--- src/hw/rtl/mscg_pkg.sv ---
package mscg_pkg;

    localparam int unsigned PROG_W      = 16;  // progress and stop position width
    localparam int unsigned CHAN_W      = 8;
    localparam int unsigned COLOR_W     = 32;  // red[31:24] green[23:16] blue[15:8] alpha[7:0]
    localparam int unsigned STOP_W      = 48;
    localparam int unsigned NUM_CHAN    = 4;
    localparam int unsigned NUM_W       = PROG_W + CHAN_W;  // interpolation numerator
    localparam int unsigned CFG_IDX_W   = 3;
    localparam int unsigned QUEUE_DEPTH = 4;
    localparam int unsigned QUEUE_AW    = $clog2(QUEUE_DEPTH);

    localparam int unsigned DEF_MAX_STOPS = 7;
    localparam int unsigned DEF_POS_BITS  = 16;

    // Register indexes
    localparam logic [CFG_IDX_W-1:0] REG_STOP_COUNT = 3'd0;
    localparam logic [CFG_IDX_W-1:0] REG_STOP_FIRST = 3'd1;

    // Reset contents
    localparam logic [2:0]        RST_STOP_COUNT = 3'd2;
    localparam logic [STOP_W-1:0] RST_STOP_0     = 48'h0000_0000_00FF;
    localparam logic [STOP_W-1:0] RST_STOP_N     = 48'hFFFF_FFFF_FFFF;

    // One queued interpolation job: result = (lo*(w-d) + hi*d) / w per channel
    typedef struct packed {
        logic [COLOR_W-1:0] c_lo;
        logic [COLOR_W-1:0] c_hi;
        logic [PROG_W-1:0]  w;
        logic [PROG_W-1:0]  d;
    } t_item;

endpackage

--- src/hw/rtl/mscg_queue.sv ---
module mscg_queue (
    input  logic            i_clk,
    input  logic            i_rst_n,
    input  logic            i_push,
    input  mscg_pkg::t_item i_item,
    output logic            o_full,
    input  logic            i_pop,
    output logic            o_empty,
    output mscg_pkg::t_item o_item
);
    import mscg_pkg::*;

    t_item               r_mem [QUEUE_DEPTH];
    logic [QUEUE_AW-1:0] r_wp;
    logic [QUEUE_AW-1:0] r_rp;
    logic [QUEUE_AW:0]   r_cnt;

    assign o_full  = (r_cnt == (QUEUE_AW+1)'(QUEUE_DEPTH));
    assign o_empty = (r_cnt == '0);
    assign o_item  = r_mem[r_rp];

    always_ff @(posedge i_clk) begin
        if (i_push) begin
            r_mem[r_wp] <= i_item;
        end
    end

    always_ff @(posedge i_clk) begin
        if (!i_rst_n) begin
            r_wp  <= '0;
            r_rp  <= '0;
            r_cnt <= '0;
        end else begin
            if (i_push) r_wp <= r_wp + 1'b1;
            if (i_pop)  r_rp <= r_rp + 1'b1;
            r_cnt <= r_cnt + (QUEUE_AW+1)'(i_push) - (QUEUE_AW+1)'(i_pop);
        end
    end

    a_no_overflow: assert property (@(posedge i_clk) disable iff (!i_rst_n)
        i_push |-> !o_full) else $error("queue overflow");
    a_no_underflow: assert property (@(posedge i_clk) disable iff (!i_rst_n)
        i_pop |-> !o_empty) else $error("queue underflow");
endmodule

--- config.mk ---
export PLATFORM = sky130hd
export DESIGN_NAME = mscg_queue
export DESIGN_NICKNAME = d
export VERILOG_FILES = /design/src/hw/rtl/mscg_pkg.sv /design/src/hw/rtl/mscg_queue.sv
export SDC_FILE = /design/constraint.sdc
export NUM_CORES = 1
export LEC_CHECK = 0
export BUFFER_PORTS_ARGS = -buffer_cell sky130_fd_sc_hd__buf_2
export CORE_MARGIN = 2
export CORE_UTILIZATION = 40
export DETAILED_ROUTE_END_ITERATION = 16
export PLACE_DENSITY = 0.56
export SLEW_MARGIN = 20
export SYNTH_ARGS = -nofsm -noshare
export SYNTH_HDL_FRONTEND = slang
export SYNTH_SLANG_ARGS = --single-unit
--- constraint.sdc ---
create_clock -name i_clk -period 5.2 [get_ports i_clk]
set_input_delay 1.04 -clock i_clk [delete_from_list [all_inputs] [get_ports i_clk]]
set_output_delay 1.04 -clock i_clk [all_outputs]
set_load 0.02 [all_outputs]
==> results of run 1 <==
## kinds of logic after synthesis
logic type,synth area share
adder cells (fa/ha/maj),0.00665
buffers and inverters,0.0134
multiplexers,0.152
AND/OR/NAND/NOR,0.00525
AO/OA/AOI/OAI,0.00105
XOR/XNOR,0.00289
flip-flops,0.819
## registers in the layout, summed over array words and instances, names as in the netlist, named ones only
register	count
r_wp	2
r_mem	384
r_rp	2
r_cnt	3
## path summary, 6_finish.rpt
kind | slack [ns] | endpoint | from | cells past startpoint
setup / recovery | 1.62 | o_item[28] | flip-flop | 3
hold / removal | 0.53 | flip-flop | r_rp[1] | 2
setup reg to reg | 2.92 | r_mem[0][90] | r_wp[0] | 4
hold reg to reg | 0.53 | flip-flop | r_rp[1] | 2
## final cells by class
| cell class | count | area, um2 | area share |
|---|---|---|---|
| antenna | 1 | 2.50 | 0.000146 |
| clock buffer | 51 | 1110 | 0.0646 |
| clock inverter | 23 | 190 | 0.0111 |
| inverter | 7 | 26.3 | 0.00153 |
| multi-input combinational | 123 | 2410 | 0.141 |
| sequential | 393 | 11700 | 0.685 |
| tap | 461 | 577 | 0.0337 |
| timing repair buffer | 209 | 1090 | 0.0636 |
## cells in the final DEF, fill, tap and decap left out
master,instances
nor2_1,5
xnor2_1,2
and2_4,4
inv_6,1
ha_1,6
clkbuf_1,8
a21oi_1,1
dfxtp_1,7
diode_2,1
fa_1,1
clkinv_4,1
dfxtp_4,2
nor3_1,1
inv_1,7
xor3_1,1
a21bo_2,1
clkinv_1,10
mux4_2,96
edfxtp_1,384
mux2i_1,1
buf_2,197
bufinv_16,3
nand3b_1,1
clkbuf_16,43
clkinvlp_4,2
and2_1,2
clkinv_2,6
and3_1,1
buf_4,11
buf_12,1
## critical path: cells and delay by family (launching register included)
| family | cells | cell delay [ns] |
|---|---|---|
| flip-flops | 1 | 0.81 |
| multiplexers | 1 | 0.40 |
| buffers and inverters | 2 | 0.73 |
## metrics by stage
step,hold slack (ns),util,instance area (um2)
after global routing,0.561,0.484,17100
after global placement,0.503,0.447,15800
after CTS,0.531,0.484,17100
after detailed placement,0.521,0.447,15800
after floorplan,0.499,-,14300
final,0.526,0.484,17100
## per-layer routing
metal | track usage | part of all wire | up-vias
met1 | 0.190 | 0.42 | 3382
met5 | 0 | 0.00098 | -
met4 | 0.0367 | 0.018 | 4
met3 | 0.0425 | 0.074 | 38
met2 | 0.246 | 0.49 | 190
li1 | - | - | 2810
## where the power goes
| group | internal [W] | switching (W) |
|---|---|---|
| sequential | 0.00364 | 0.0000463 |
| clock | 0.00166 | 0.00112 |
| combinational | 0.000301 | 0.000438 |
==> results.tsv, run 1 <==
metric	value	unit
slew_violations	0	
synth_most_common_cell	edfxtp_1	
start_util	0.404	
avgViaCountPerCell	5.07	
clk_pin_slew	0.06	ns
grt_max_degree	66	
ys.flop_type	edfxtp_1	
powerDensity	421	nW/um2
end_kind	output port	
io_pins	198	
yosysSeqAreaShare	0.819	
critPathMaxStageDelay	0.81	ns
fp.coreArea	35400	um2
post-place-ws	2.10	ns
dr.pass1.iters	4	
hold_viol_final	0	
synthesis.nets	652	
gp_congestion	0.687	
final_layout_size_suffix_gt1_frac	0.457	
fmax	279	MHz
cts-root-buf	clkbuf_16	
die_h	193	um
grtUsageTotal	0.147	
ys.warnings.count	0	
ant_nets	0	
status	finished clean	
stdcell_count	1268	
relSlewSlack	0.299	
antenna_found_initial	3	
num_vias	6424	
drcViolationCount	0	
die-area	37300	um2
tightest_slew	1.05	ns
post-route-min-period	3.58	ns
postSynthCellCount	545	
dp_hpwl	16.4	mm
area_delta_synth_final	19.7	%
ys_types	21	
nets	882	
grt_overflow	0	
synth_top_cell_by_area	edfxtp_1	
total_power	0.00720	W
synthTopCellsByCount	edfxtp_1, mux4_2, buf_2	
grt_pass1_vias	7041	
port_buffers	197	
worst_slack	1.62	ns
synth-edff-count	384	
required	4.16	ns
avgRoutedWirePerCell	21.7	um
drv_cap	0	
row_count	69	
hp-class	reg -> reg	
crit_chain	buf_4 > mux4_2 > buf_2	
rsz0062_at_grt	false	
finalCritPeriodShare	0.688	
setup-violations-final	0	
postCtsSetupBuffers	0	
synth.area.top_cells	edfxtp_1, mux4_2, dfxtp_1, ha_1, buf_8	
drt-total-wl	27.5	mm
async_flop_share	0	
insertion_delay	0.52	ns
path_class	reg -> out	
cts_tree	done	
synth_area	14300	um2
leakage	5.75	nW
die_w	193	um
cp.arrival	2.54	ns
critPathLaunchType	flip-flop	
htreeDepth	2	
drt_iter0_markers	327	
setup_tns	0	ns
slowest_stage	dfxtp_4	
synth_top_area_share	0.806	
ir_drop	0.248	mV
clock_path_buffers	3	
critPathMaxFanout	45	
post_cts_resized	0	
fin_skew	0.0173	ns
grt_pass1_wl	40.7	mm
syn_avg_cell_area	26.2	um2
nFillCells	2915	
cts_buffers	41	
yosys_register_bits	393	
place_inst	1193	
hold_buffers	0	
cts_sinks	393	
Power figures use the tool's default switching activity.
==> inputs of run 2 (changes only) <==
clock period = 3.69 ns   (was 5.2 ns; I/O delays follow)
==> run 2 against run 1 <==
Net effect: combinational power grew 42%; setup slack lost 0.97 ns; power grew 39%; clock-buffer cell count grew 2; cell area grew 0.13%; final cell count is the same; non-clock buffer count grew 2; highest routed layer unchanged.
==> results.tsv, run 2 (synthesis gave the netlist of run 1 again) <==
metric	value	unit
die_h	193	um
ant_nets	0	
relSlewSlack	0.530	
nFillCells	2933	
die-area	37300	um2
setup_tns	0	ns
cts-root-buf	clkbuf_16	
cp.arrival	2.31	ns
post-route-min-period	3.04	ns
hp-class	in -> reg	
rsz0062_at_grt	false	
gp_congestion	0.727	
grt_max_degree	61	
final_common_cell	edfxtp_1	
area_delta_synth_final	19.9	%
start_util	0.404	
io_pins	198	
multi_input_area	2410	um2
required	2.95	ns
status	finished clean	
slowest_stage	dfxtp_4	
slew_violations	0	
largestRegisters	r_mem (384), r_cnt (3)	
final_layout_size_suffix_gt1_frac	0.456	
tightest_slew	0.705	ns
avgRoutedWirePerCell	21.7	um
largest_reg_flops	384	
path_class	reg -> out	
dp_hpwl	16.6	mm
grtUsageTotal	0.147	
cts_buffers	41	
ir_drop	0.306	mV
clk_pin_slew	0.06	ns
setup-violations-final	0	
crit_family	flip-flops	
critPathLaunchType	flip-flop	
cts_sinks	393	
insertion_delay	0.51	ns
top_register	r_mem	
drcViolationCount	0	
htreeDepth	2	
die_w	193	um
fmax	329	MHz
avgViaCountPerCell	5.08	
antenna_found_initial	3	
seqCellArea	11700	um2
postCtsSetupBuffers	0	
worst-path-buf-inv	2	
post_cts_resized	0	
critPathMaxStageDelay	0.65	ns
critPathMaxFanout	32	
final_cell_mix	edfxtp_1, buf_2, mux4_2, clkbuf_16, clkbuf_1	
dr.pass1.iters	4	
row_count	69	
drt_iter0_markers	396	
crit_chain	buf_12 > mux4_2 > buf_2	
finalCritPeriodShare	0.825	
cts_tree	done	
leakage	5.74	nW
drv_cap	0	
place_inst	1195	
grt_pass1_vias	7049	
grt_overflow	0	
grt_pass1_wl	41.0	mm
nets	884	
hold-worst-slack	0.436	ns
stdcell_count	1268	
drt-total-wl	27.5	mm
hold_buffers	0	
fin_skew	0.0199	ns
powerDensity	584	nW/um2
end_kind	output port	
hold_viol_final	0	
num_vias	6437	
clock_path_buffers	3	
port_buffers	197	
fp.coreArea	35400	um2
[run 2: changes by cell type in the layout (fill, tap and decap cells not counted), sizes merged]
cell / delta
clkinvlp: -1
clkinv: -4
clkbuf: +2
buf: +2
diode: +2
bufinv: -1
[run 2: path summary, 6_finish.rpt]
| kind | startpoint | end | slack, ns | cells past startpoint |
|---|---|---|---|---|
| min reg2reg | r_rp[1] | flip-flop | 0.52 | 2 |
| max reg2reg | r_wp[0] | r_mem[3][73] | 1.73 | 3 |
| max | flip-flop | o_item[9] | 0.65 | 3 |
| min | i_item[28] | r_mem[1][28] | 0.44 | 1 |
[run 2: report_power, final]
group,leakage [nW],total (W),internal (W),switching (W)
Sequential,3.60,0.00520,0.00513,0.0000693
Clock,0.599,0.00376,0.00221,0.00155
Combinational,1.54,0.00105,0.000439,0.000616
[run 2: final cells by class]
| type | count | share of cell area |
|---|---|---|
| Multi-Input combinational cell | 123 | 0.141 |
| Clock inverter | 17 | 0.00774 |
| Timing Repair Buffer | 211 | 0.0688 |
| Clock buffer | 53 | 0.0637 |
| Antenna cell | 3 | 0.000438 |
| Sequential cell | 393 | 0.684 |
| Tap cell | 461 | 0.0337 |
| Inverter | 7 | 0.00153 |
[run 2: per-layer routing]
layer / routed length, um / vias up / track usage
met3: 1770 / 45 / 0.0348
met1: 11000 / 3378 / 0.186
met2: 14100 / 197 / 0.255
met5: 27 / - / 0
li1: - / 2813 / -
met4: 513 / 4 / 0.0411
[run 2: worst register-to-register path, cell delays in order (launching register included)]
cell	delay (ns)
dfxtp_1	0.40
ha_1	0.19
and2_4	0.51
buf_4	0.49
[run 2: through the flow]
stage | utilization | worst slack (ns) | total power (W) | instance area, um2
floorplan | - | 0.267 | 0.00598 | 14300
global placement | 0.449 | 1.11 | 0.00634 | 15900
detailed placement | 0.449 | 1.10 | 0.00638 | 15900
CTS | 0.484 | 0.545 | 0.0102 | 17100
global route | 0.484 | 0.465 | 0.0104 | 17100
finish | 0.484 | 0.647 | 0.0100 | 17100
